### config.mk
export PLATFORM = sky130hd
export DESIGN_NAME = counting_semaphore_table
export DESIGN_NICKNAME = d
export VERILOG_FILES = /design/src/hw/rtl/cst_pkg.sv /design/src/hw/rtl/cst_free_enc.sv /design/src/hw/rtl/counting_semaphore_table.sv
export SDC_FILE = /design/constraint.sdc
export NUM_CORES = 1
export LEC_CHECK = 0
export BUFFER_PORTS_ARGS = -buffer_cell sky130_fd_sc_hd__buf_2
export CAP_MARGIN = 40
export CORE_MARGIN = 1
export CORE_UTILIZATION = 56
export CTS_CLUSTER_SIZE = 20
export DETAILED_ROUTE_END_ITERATION = 16
export GPL_ROUTABILITY_DRIVEN = 1
export PLACE_DENSITY = 0.73
export SETUP_SLACK_MARGIN = 0.5
export SYNTH_ARGS = -nofsm -noshare
export SYNTH_HDL_FRONTEND = slang
export SYNTH_SLANG_ARGS = --single-unit
### constraint.sdc
create_clock -name aclk -period 5.25 [get_ports aclk]
set_input_delay 0.525 -clock aclk [delete_from_list [all_inputs] [get_ports aclk]]
set_output_delay 0.525 -clock aclk [all_outputs]
set_load 0.02 [all_outputs]
### src/hw/rtl/cst_pkg.sv
package cst_pkg;

    localparam int SEM_SLOTS  = 16;
    localparam int COUNT_BITS = 15;
    localparam int IDX_W      = $clog2(SEM_SLOTS);

    localparam logic [31:0] COUNT_MAX = 32'((64'd1 << COUNT_BITS) - 64'd1);

    typedef enum logic [1:0] {
        MODE_CREATE = 2'd0,
        MODE_FREE   = 2'd1,
        MODE_DOWN   = 2'd2,
        MODE_UP     = 2'd3
    } cst_mode_e;

    typedef enum logic [2:0] {
        ST_OK     = 3'd0,
        ST_BAD_ID = 3'd1,
        ST_UNUSED = 3'd2,
        ST_BLOCK  = 3'd3,
        ST_FULL   = 3'd4,
        ST_NEG    = 3'd5,
        ST_SAT    = 3'd6
    } cst_status_e;

    typedef struct packed {
        cst_mode_e          mode;
        logic signed [7:0]  sem_id;
        logic signed [15:0] init_value;
    } cst_in_t;

    typedef struct packed {
        cst_status_e status;
        logic [3:0]  slot_id;
        logic [14:0] count_after;
    } cst_out_t;

    typedef struct packed {
        logic             found;
        logic [IDX_W-1:0] idx;
    } cst_free_t;

    typedef logic [SEM_SLOTS-1:0]  cst_mask_t;
    typedef logic [COUNT_BITS-1:0] cst_count_t;

endpackage

### src/hw/rtl/cst_free_enc.sv
module cst_free_enc (
    input  cst_pkg::cst_mask_t free_mask,
    output cst_pkg::cst_free_t pick
);
    import cst_pkg::*;

    always_comb begin
        pick.found = 1'b0;
        pick.idx   = '0;
        for (int i = SEM_SLOTS - 1; i >= 0; i--) begin
            if (free_mask[i]) begin
                pick.found = 1'b1;
                pick.idx   = IDX_W'(i);
            end
        end
    end

endmodule

### src/hw/rtl/counting_semaphore_table.sv
// counting semaphore bank, one request beat in and one result beat out
//
// s_ channel: request beats (mode, sem_id, init_value) with valid/ready
// m_ channel: result beats (status, slot_id, count_after) with valid/ready
// modes: create claims the lowest free slot, free releases a slot,
// try-down takes one unit or reports would-block, up adds one unit
// or reports saturated
//
// pipeline: a request is captured in an input register, then resolved
// against the in-use flags and counts and written to the result
// register, from which its result beat is offered on the m_ channel.
// throughput is one request per cycle while results are taken; the
// lowest-free search is a single priority encoder over the in-use flags
//
// reset: aresetn low at a clock edge marks every slot free and empties
// both registers. counts are written by create before any read
//
// stall: while m_ready is low the result beat holds; one more request
// is taken into the input register, then s_ready drops until the
// result is taken
module counting_semaphore_table (
    input  logic              aclk,
    input  logic              aresetn,
    input  logic              s_valid,
    output logic              s_ready,
    input  cst_pkg::cst_in_t  s_data,
    output logic              m_valid,
    input  logic              m_ready,
    output cst_pkg::cst_out_t m_data
);
    import cst_pkg::*;

    logic       in_valid_reg;
    cst_in_t    in_data_reg;
    logic       out_valid_reg;
    cst_out_t   out_data_reg;
    cst_mask_t  in_use_reg;
    cst_mask_t  in_use_next;
    cst_count_t sem_count_reg [SEM_SLOTS];

    logic             advance;
    cst_free_t        pick;
    cst_out_t         res_next;
    logic             cnt_we;
    logic [IDX_W-1:0] cnt_waddr;
    cst_count_t       cnt_wdata;

    logic             id_bad;
    logic [IDX_W-1:0] id_idx;
    cst_count_t       cur_cnt;
    logic [31:0]      iv_wide;
    logic [31:0]      cnt_wide;

    assign advance = in_valid_reg && (!out_valid_reg || m_ready);
    assign s_ready = !in_valid_reg || advance;
    assign m_valid = out_valid_reg;
    assign m_data  = out_data_reg;

    cst_free_enc u_free_enc (
        .free_mask(~in_use_reg),
        .pick     (pick)
    );

    assign id_bad  = in_data_reg.sem_id[7]
                  || ({24'd0, in_data_reg.sem_id} >= 32'(SEM_SLOTS));
    assign id_idx  = in_data_reg.sem_id[IDX_W-1:0];
    assign cur_cnt = sem_count_reg[id_idx];
    assign iv_wide = {16'd0, in_data_reg.init_value};

    always_comb begin
        res_next    = '{status: ST_OK, slot_id: 4'd0, count_after: 15'd0};
        in_use_next = in_use_reg;
        cnt_we      = 1'b0;
        cnt_waddr   = id_idx;
        cnt_wdata   = cur_cnt;
        cnt_wide    = 32'd0;
        case (in_data_reg.mode)
            MODE_CREATE: begin
                if (in_data_reg.init_value[15]) begin
                    res_next.status = ST_NEG;
                end else if (iv_wide > COUNT_MAX) begin
                    res_next.status = ST_SAT;
                end else if (!pick.found) begin
                    res_next.status = ST_FULL;
                end else begin
                    in_use_next[pick.idx] = 1'b1;
                    cnt_we               = 1'b1;
                    cnt_waddr            = pick.idx;
                    cnt_wdata            = COUNT_BITS'(iv_wide);
                    cnt_wide             = iv_wide;
                    res_next.slot_id     = 4'(32'(pick.idx));
                    res_next.count_after = cnt_wide[14:0];
                end
            end
            MODE_FREE: begin
                if (id_bad) begin
                    res_next.status = ST_BAD_ID;
                end else begin
                    in_use_next[id_idx] = 1'b1 ^ 1'b1;
                    res_next.slot_id    = 4'(32'(id_idx));
                end
            end
            MODE_DOWN: begin
                if (id_bad) begin
                    res_next.status = ST_BAD_ID;
                end else if (!in_use_reg[id_idx]) begin
                    res_next.status  = ST_UNUSED;
                    res_next.slot_id = 4'(32'(id_idx));
                end else if (cur_cnt == '0) begin
                    res_next.status  = ST_BLOCK;
                    res_next.slot_id = 4'(32'(id_idx));
                end else begin
                    cnt_we               = 1'b1;
                    cnt_wdata            = cur_cnt - COUNT_BITS'(1);
                    cnt_wide             = 32'(cnt_wdata);
                    res_next.slot_id     = 4'(32'(id_idx));
                    res_next.count_after = cnt_wide[14:0];
                end
            end
            MODE_UP: begin
                if (id_bad) begin
                    res_next.status = ST_BAD_ID;
                end else if (!in_use_reg[id_idx]) begin
                    res_next.status  = ST_UNUSED;
                    res_next.slot_id = 4'(32'(id_idx));
                end else if (32'(cur_cnt) >= COUNT_MAX) begin
                    res_next.status  = ST_SAT;
                    res_next.slot_id = 4'(32'(id_idx));
                end else begin
                    cnt_we               = 1'b1;
                    cnt_wdata            = cur_cnt + COUNT_BITS'(1);
                    cnt_wide             = 32'(cnt_wdata);
                    res_next.slot_id     = 4'(32'(id_idx));
                    res_next.count_after = cnt_wide[14:0];
                end
            end
            default: begin
                res_next.status = ST_BAD_ID;
            end
        endcase
    end

    always_ff @(posedge aclk) begin
        if (!aresetn) begin
            in_valid_reg  <= 1'b0;
            out_valid_reg <= 1'b0;
            in_use_reg    <= '0;
        end else begin
            if (s_valid && s_ready) begin
                in_valid_reg <= 1'b1;
            end else if (advance) begin
                in_valid_reg <= 1'b0;
            end
            if (advance) begin
                out_valid_reg <= 1'b1;
                in_use_reg    <= in_use_next;
            end else if (m_ready) begin
                out_valid_reg <= 1'b0;
            end
        end
    end

    always_ff @(posedge aclk) begin
        if (s_valid && s_ready) begin
            in_data_reg <= s_data;
        end
        if (advance) begin
            out_data_reg <= res_next;
        end
        if (aresetn && advance && cnt_we) begin
            sem_count_reg[cnt_waddr] <= cnt_wdata;
        end
    end

    // every error result carries a zero count
    a_err_zero_count: assert property (@(posedge aclk) disable iff (!aresetn)
        (m_valid && (m_data.status != ST_OK)) |-> (m_data.count_after == 15'd0))
        else $error("error result with nonzero count");

    // a bad id never names a slot
    a_bad_id_slot: assert property (@(posedge aclk) disable iff (!aresetn)
        (m_valid && (m_data.status == ST_BAD_ID)) |-> (m_data.slot_id == 4'd0))
        else $error("bad id result with nonzero slot");

    // the input register holds while the result register is blocked
    a_in_hold: assert property (@(posedge aclk) disable iff (!aresetn)
        (in_valid_reg && out_valid_reg && !m_ready) |-> !s_ready)
        else $error("request taken while pipeline is blocked");

    // flags change only when a request resolves
    a_flags_stable: assert property (@(posedge aclk) disable iff (!aresetn)
        (!advance && $past(aresetn)) |=> $stable(in_use_reg))
        else $error("in-use flags changed without a request");

    // reset frees every slot
    a_reset_free: assert property (@(posedge aclk)
        !aresetn |=> (in_use_reg == '0))
        else $error("in-use flags not cleared by reset");

endmodule

==> run_results.csv, run 1 <==
group,metric,value,unit
outcome,status,"finished clean",
drt,drc,0,
drt,wl_met1,14300,µm
setup_path,startpoint_type,"flop",
setup_path,crit_fanout,34,
drt,dr_wl_met2,15600,µm
cts,h-tree-depth,1,
sta,maxSlewViolCount,0,
cts,cts_buffers,30,
global_routing,antenna_found_initial,0,
logic_synthesis,synth-edff-count,288,
setup_path,rr_worst_depth,12,
drt,routedWlPerCell,25.5,µm
cts,cts_root_buf,"clkbuf_16",
cells_and_area,drive_above_1_share,0.254,
logic_synthesis,synth_nets,922,
global_routing,grt_pass1_wl,50500,µm
global_routing,grt_overflow,0,
floorplanning,die_w,158,µm
drt,routed-wl-met3,2650,µm
drt,via_per_inst,6.36,
sta,fin_skew,30.9,ps
setup_path,cpMostUsedCell,"buf_4",
sta,min_period,4430,ps
drt,drt_iter0_drc,861,
drt,ant_nets,0,
placement,dpl.hpwl,22400,µm
global_routing,grt_max_degree,51,
placement,io_buffer_count,53,
logic_synthesis,ys_seq_elements,310,
cts,cts-hold-fix-buffers,0,
setup_path,max_stage_delay,580,ps
cts,tritoncts_num_sinks,310,
cells_and_area,final_cell_mix,"edfxtp_1, nand2_1, buf_4, buf_2, mux4_2",
power,pwr_density_cell,369,nW/µm²
drt,routed_wl,34000,µm
sta,setup_viol,0,
setup_path,worst-path-stages,12,
flow_run,cap_viol_max_count,0,
setup_path,worst-r2r-setup-slack,820,ps
min_path,hold_class,"input port to flop",
placement,pre_cts_ws,682,ps
logic_synthesis,ys_warn_count,0,
cells_and_area,syn_to_final_growth,16.1,%
sta,fmax,0.226,GHz
setup_path,critPathKind,"flop to flop",
sta,worst_slack,820,ps
global_routing,grt_pass1_vias,8185,
logic_synthesis,syn_avg_cell_area,15.3,µm²
setup_path,r2r_end,"sem_count_reg[0][14]",
logic_synthesis,async_reset_ff_frac,0,
setup_path,worst-path-buf-inv,4,
sta,slew_headroom,0.535,
sta,finalSetupTns,0,ps
sta,finalHoldViolCount,0,
cts,cts_tree,"yes",
sta,worst_pin_slew,693,ps
logic_synthesis,netlist_instances,888,
cells_and_area,largest_reg_flops,240,
setup_path,cp.required,5500,ps
setup_path,worst_path_max_delay_cell,"nor2b_1",
logic_synthesis,synth_cell_types,74,
setup_path,critPathTopFamily,"simple AND/OR/NAND/NOR gates",
floorplanning,num_rows,56,
setup_path,path_cells,"buf_12, nor2b_1, a221oi_1, o21ai_0, nand2_1, buf_4, o2111ai_1, o31a_1, a211oi_2, buf_4, nor3_2, buf_4",
cts,cts.clk_slew.worst_paths,60,ps
cells_and_area,final_common_cell,"edfxtp_1",
cts,clk_latency,580,ps
drt,vias,8487,
cells_and_area,nNetsFinal,1027,
global_routing,grtUsageTotal,0.282,
logic_synthesis,syn_area,13600,µm²
logic_synthesis,seq_area_frac_synth,0.668,
setup_path,crit_arrival,4680,ps
sta,period_share,0.844,
logic_synthesis,synth_flop_cell,"edfxtp_1",
floorplanning,die_y,158,µm
setup_path,cp-end-kind,"flop",
drt,dr.max_layer_used,"met4",
power,vdd_drop_max,0.000459,V
cts,clockBufferDepth,3,
placement,gp_congestion,0.955,
floorplanning,initial_core_util,0.576,
floorplanning,design.core.area,23600,µm²
setup_path,cp-endpoint,"sem_count_reg[0][14]",
sta,rsz0062_at_grt,"no",
floorplanning,pin_count,54,
power,leakage,5.39,nW
drt,first_pass_iters,5,
cells_and_area,diodes,0,
floorplanning,dieArea,24900,µm²
-- stage by stage --
| stage | total power [mW] | hold slack (ps) | instances | instance area, µm² | utilization |
|---|---|---|---|---|---|
| detailed placement | 3.44 | 512 | 1280 | 14700 | 0.621 |
| CTS | 5.86 | 115 | 1335 | 15800 | 0.669 |
| floorplan | 3.25 | 486 | 888 | 13600 | - |
| global route | 5.99 | 118 | 1335 | 15800 | 0.669 |
| finish | 5.83 | 131 | 1335 | 15800 | 0.669 |
| global placement | 3.42 | 504 | 1277 | 14600 | 0.619 |
-- power breakdown --
part / switching [mW] / internal (mW)
Combinational: 0.362 / 0.207
Clock: 0.904 / 1.53
Sequential: 0.0259 / 2.80
Total: 1.29 / 4.54
-- cell type report --
class	count	area, µm²
fill	1648	7820
inverter	14	52.6
clock inverter	21	363
clock buffer	34	766
multi-input combinational	518	4280
timing repair buffer	119	843
tap	319	399
sequential	310	9090
-- worst register-to-register path: stages (launching register included) --
cell	delay, ps
dfxtp_1	350
buf_12	230
nor2b_1	610
a221oi_1	210
o21ai_0	520
nand2_1	280
buf_4	240
o2111ai_1	140
o31a_1	270
a211oi_2	80
buf_4	210
nor3_2	580
buf_4	390
-- worst min path at each step --
stage / startpoint / end / slack, ps / cells after the start
final: s_data[4] / in_data_reg[4] / 130 / 1
after global routing: s_data[4] / in_data_reg[4] / 120 / 1
after CTS: s_data[4] / in_data_reg[4] / 110 / 1
after detailed placement: in_valid_reg / m_valid / 510 / 1
after global placement: in_valid_reg / m_valid / 500 / 1
after floorplan: in_valid_reg / m_valid / 490 / 1
-- layer usage --
metal | vias up | global-route usage
met4 | 0 | 0.113
met2 | 390 | 0.438
met5 | - | 0
met1 | 4256 | 0.398
met3 | 95 | 0.0495
li1 | 3746 | -
-- cells in the mapped netlist, types with 4 or more instances --
cell type  count  area (µm²)
nand4_1       10        62.6
mux4_1         6         158
or2_2          4        25.0
ha_1           4        50.1
buf_4          5        37.5
o211ai_1       5        37.5
mux2_2         9         101
o22ai_1        4        25.0
o21ai_0       45         225
a21boi_0      12        90.1
and4_1         4        35.0
or3_1          5        31.3
xnor2_1       10        87.6
nand2b_1      11        68.8
o21ai_1        7        35.0
and2_1        16         100
mux2i_1       29         290
mux4_2        46        1040
nor4_1        12        75.1
nor2b_1       12        75.1
nor2_1        30         113
buf_2         15        75.1
buf_6          7        78.8
nor3_1        12        60.1
a221oi_1      12         105
and3_1        12        75.1
dfxtp_1       22         440
nand3_1       29         145
edfxtp_1     288        8650
inv_1         14        52.6
nand2_1       75         282
a22oi_1       12        90.1
clkbuf_1      18        67.6
a21oi_1       16        80.1
xor2_1         5        43.8
a21o_1        11        82.6
-- cells by family after synthesis --
| logic type | count (synthesis) | synth area share |
|---|---|---|
| adder cells (fa/ha/maj) | 4 | 0.00368 |
| flip-flops | 310 | 0.668 |
| multiplexers | 90 | 0.117 |
| AND/OR/NAND/NOR | 247 | 0.0964 |
| buffers and inverters | 60 | 0.0244 |
| XOR/XNOR | 15 | 0.00966 |
| AO/OA/AOI/OAI | 162 | 0.0812 |
-- repair_timing --
| item | in CTS | in global routing |
|---|---|---|
| buffers inserted | 0 | 0 |
| setup endpoints to repair | 0 | 16 |
| gates resized for setup | 0 | 1 |
No activity file was read; power rests on OpenSTA's default activity.
==> run 2: changes to the inputs <==
==> constraint.sdc (replaced) <==
create_clock -name aclk -period 4.2 [get_ports aclk]
set_input_delay 0.42 -clock aclk [delete_from_list [all_inputs] [get_ports aclk]]
set_output_delay 0.42 -clock aclk [all_outputs]
set_load 0.02 [all_outputs]
==> run_results.csv, run 2 (synthesis results as in run 1) <==
group,metric,value,unit
outcome,status,"finished clean",
sta,finalHoldViolCount,0,
sta,fin_skew,17.7,ps
placement,dpl.hpwl,23700,µm
floorplanning,die_w,158,µm
sta,worst_pin_slew,575,ps
power,leakage,6.05,nW
placement,io_buffer_count,53,
min_path,min_from,"s_data[11]",
cts,tritoncts_num_sinks,310,
setup_path,worst-path-buf-inv,2,
setup_path,startpoint_type,"flop",
setup_path,cp.required,4510,ps
cts,cts_tree,"yes",
setup_path,worst_path_max_delay_cell,"or4b_4",
setup_path,path_cells,"buf_12, mux4_2, a22oi_1, and3_4, ha_4, nand4_4, or4b_4, or4b_4, nor2_4, inv_2, ha_4, nor2_2, nand2_2, o21ai_4, a21o_4",
power,vdd_drop_max,0.000384,V
floorplanning,design.core.area,23600,µm²
global_routing,grt_pass1_wl,54100,µm
setup_path,crit_fanout,15,
global_routing,grtUsageTotal,0.303,
cells_and_area,final_cell_mix,"edfxtp_1, buf_4, nand2_1, buf_2, mux4_2",
global_routing,antenna_found_initial,0,
setup_path,crit_arrival,4300,ps
floorplanning,die_y,158,µm
drt,routed_wl,37800,µm
setup_path,critPathKind,"flop to flop",
drt,first_pass_iters,5,
floorplanning,initial_core_util,0.576,
sta,setup_viol,0,
floorplanning,dieArea,24900,µm²
min_path,hold_class,"input port to flop",
drt,routedWlPerCell,26.4,µm
sta,min_period,3990,ps
sta,rsz0062_at_grt,"yes",
sta,period_share,0.951,
floorplanning,pin_count,54,
cells_and_area,diodes,0,
drt,via_per_inst,6.46,
cts,clk_latency,580,ps
sta,slew_headroom,0.616,
cells_and_area,drive_above_1_share,0.358,
drt,drc,0,
cells_and_area,final_common_cell,"edfxtp_1",
drt,vias,9259,
cells_and_area,largest_reg_flops,240,
setup_path,max_stage_delay,550,ps
cells_and_area,syn_to_final_growth,26.3,%
cts,cts_buffers,31,
placement,place_area,15400,µm²
cts,cts_root_buf,"clkbuf_16",
setup_path,cp-end-kind,"flop",
drt,drt_iter0_drc,1097,
global_routing,grt_max_degree,27,
cts,h-tree-depth,1,
setup_path,critPathTopFamily,"simple AND/OR/NAND/NOR gates",
placement,gp_congestion,0.971,
sta,finalSetupTns,0,ps
power,pwr_density_cell,425,nW/µm²
cells_and_area,nNetsFinal,1124,
sta,fmax,0.250,GHz
cts,cts.clk_slew.worst_paths,70,ps
global_routing,grt_overflow,0,
setup_path,worst-r2r-setup-slack,210,ps
flow_run,cap_viol_max_count,0,
cells_and_area,finalInstanceArea,17200,µm²
cts,clockBufferDepth,3,
global_routing,grt_pass1_vias,8644,
drt,ant_nets,0,
floorplanning,num_rows,56,
sta,maxSlewViolCount,0,
run 2: area by class of cell:
class,instances,area [µm²]
repair buffers,213,1880
well taps,319,399
fillers,1489,6430
flip-flops and latches,310,9100
inverters,14,52.6
clock buffers,35,791
multi-input cells,520,4720
clock inverters,22,246
run 2: worst reg2reg max path: cells and delay by family (launching register included):
family	cells	cell delay, ps
AO/OA/AOI/OAI	3	540
adder cells (fa/ha/maj)	2	400
buffers and inverters	2	220
flip-flops	1	380
multiplexers	1	500
AND/OR/NAND/NOR	7	1660
run 2: per-stage QoR:
stage               hold slack (ps)  worst slack, ps  utilization  instances  total power, mW
floorplan                       486              300            -        888             4.09
global placement                506              139        0.648       1335             4.39
detailed placement              518             75.5        0.651       1340             4.40
CTS                            1.21              273        0.711       1417             7.26
global route                   11.5             98.6        0.728       1433             7.51
finish                         20.9              208        0.728       1433             7.31
run 2: path summary, 6_finish.rpt:
check | endpoint | cells past startpoint
hold reg to reg | m_valid | 1
setup reg to reg | sem_count_reg[11][0] | 15
setup / recovery | sem_count_reg[11][0] | 15
hold / removal | in_data_reg[11] | 1
run 2: timing repair:
action / in CTS / in global routing
gates resized for setup: 43 / 54
setup endpoints to repair: 308 / 398
hold buffers: 0 / 0
setup buffers: 15 / 12
gates cloned: 5 / 4
pin swaps: 11 / 16
run 2: routing by layer:
layer  routed length, µm  GRT usage  vias up  part of all wire
li1                    -          -     3963                 -
met1               14600      0.427     4599              0.39
met2               17800      0.485      606              0.47
met3                3820     0.0463       91              0.10
met4                1630      0.107        0             0.043
met5                   0          0        -                 0
run 2: where the power goes:
group	total, mW	switching, mW	internal, mW
Sequential	3.52	0.0243	3.50
Combinational	0.975	0.561	0.414
Clock	2.81	1.15	1.66
Total	7.31	1.74	5.57
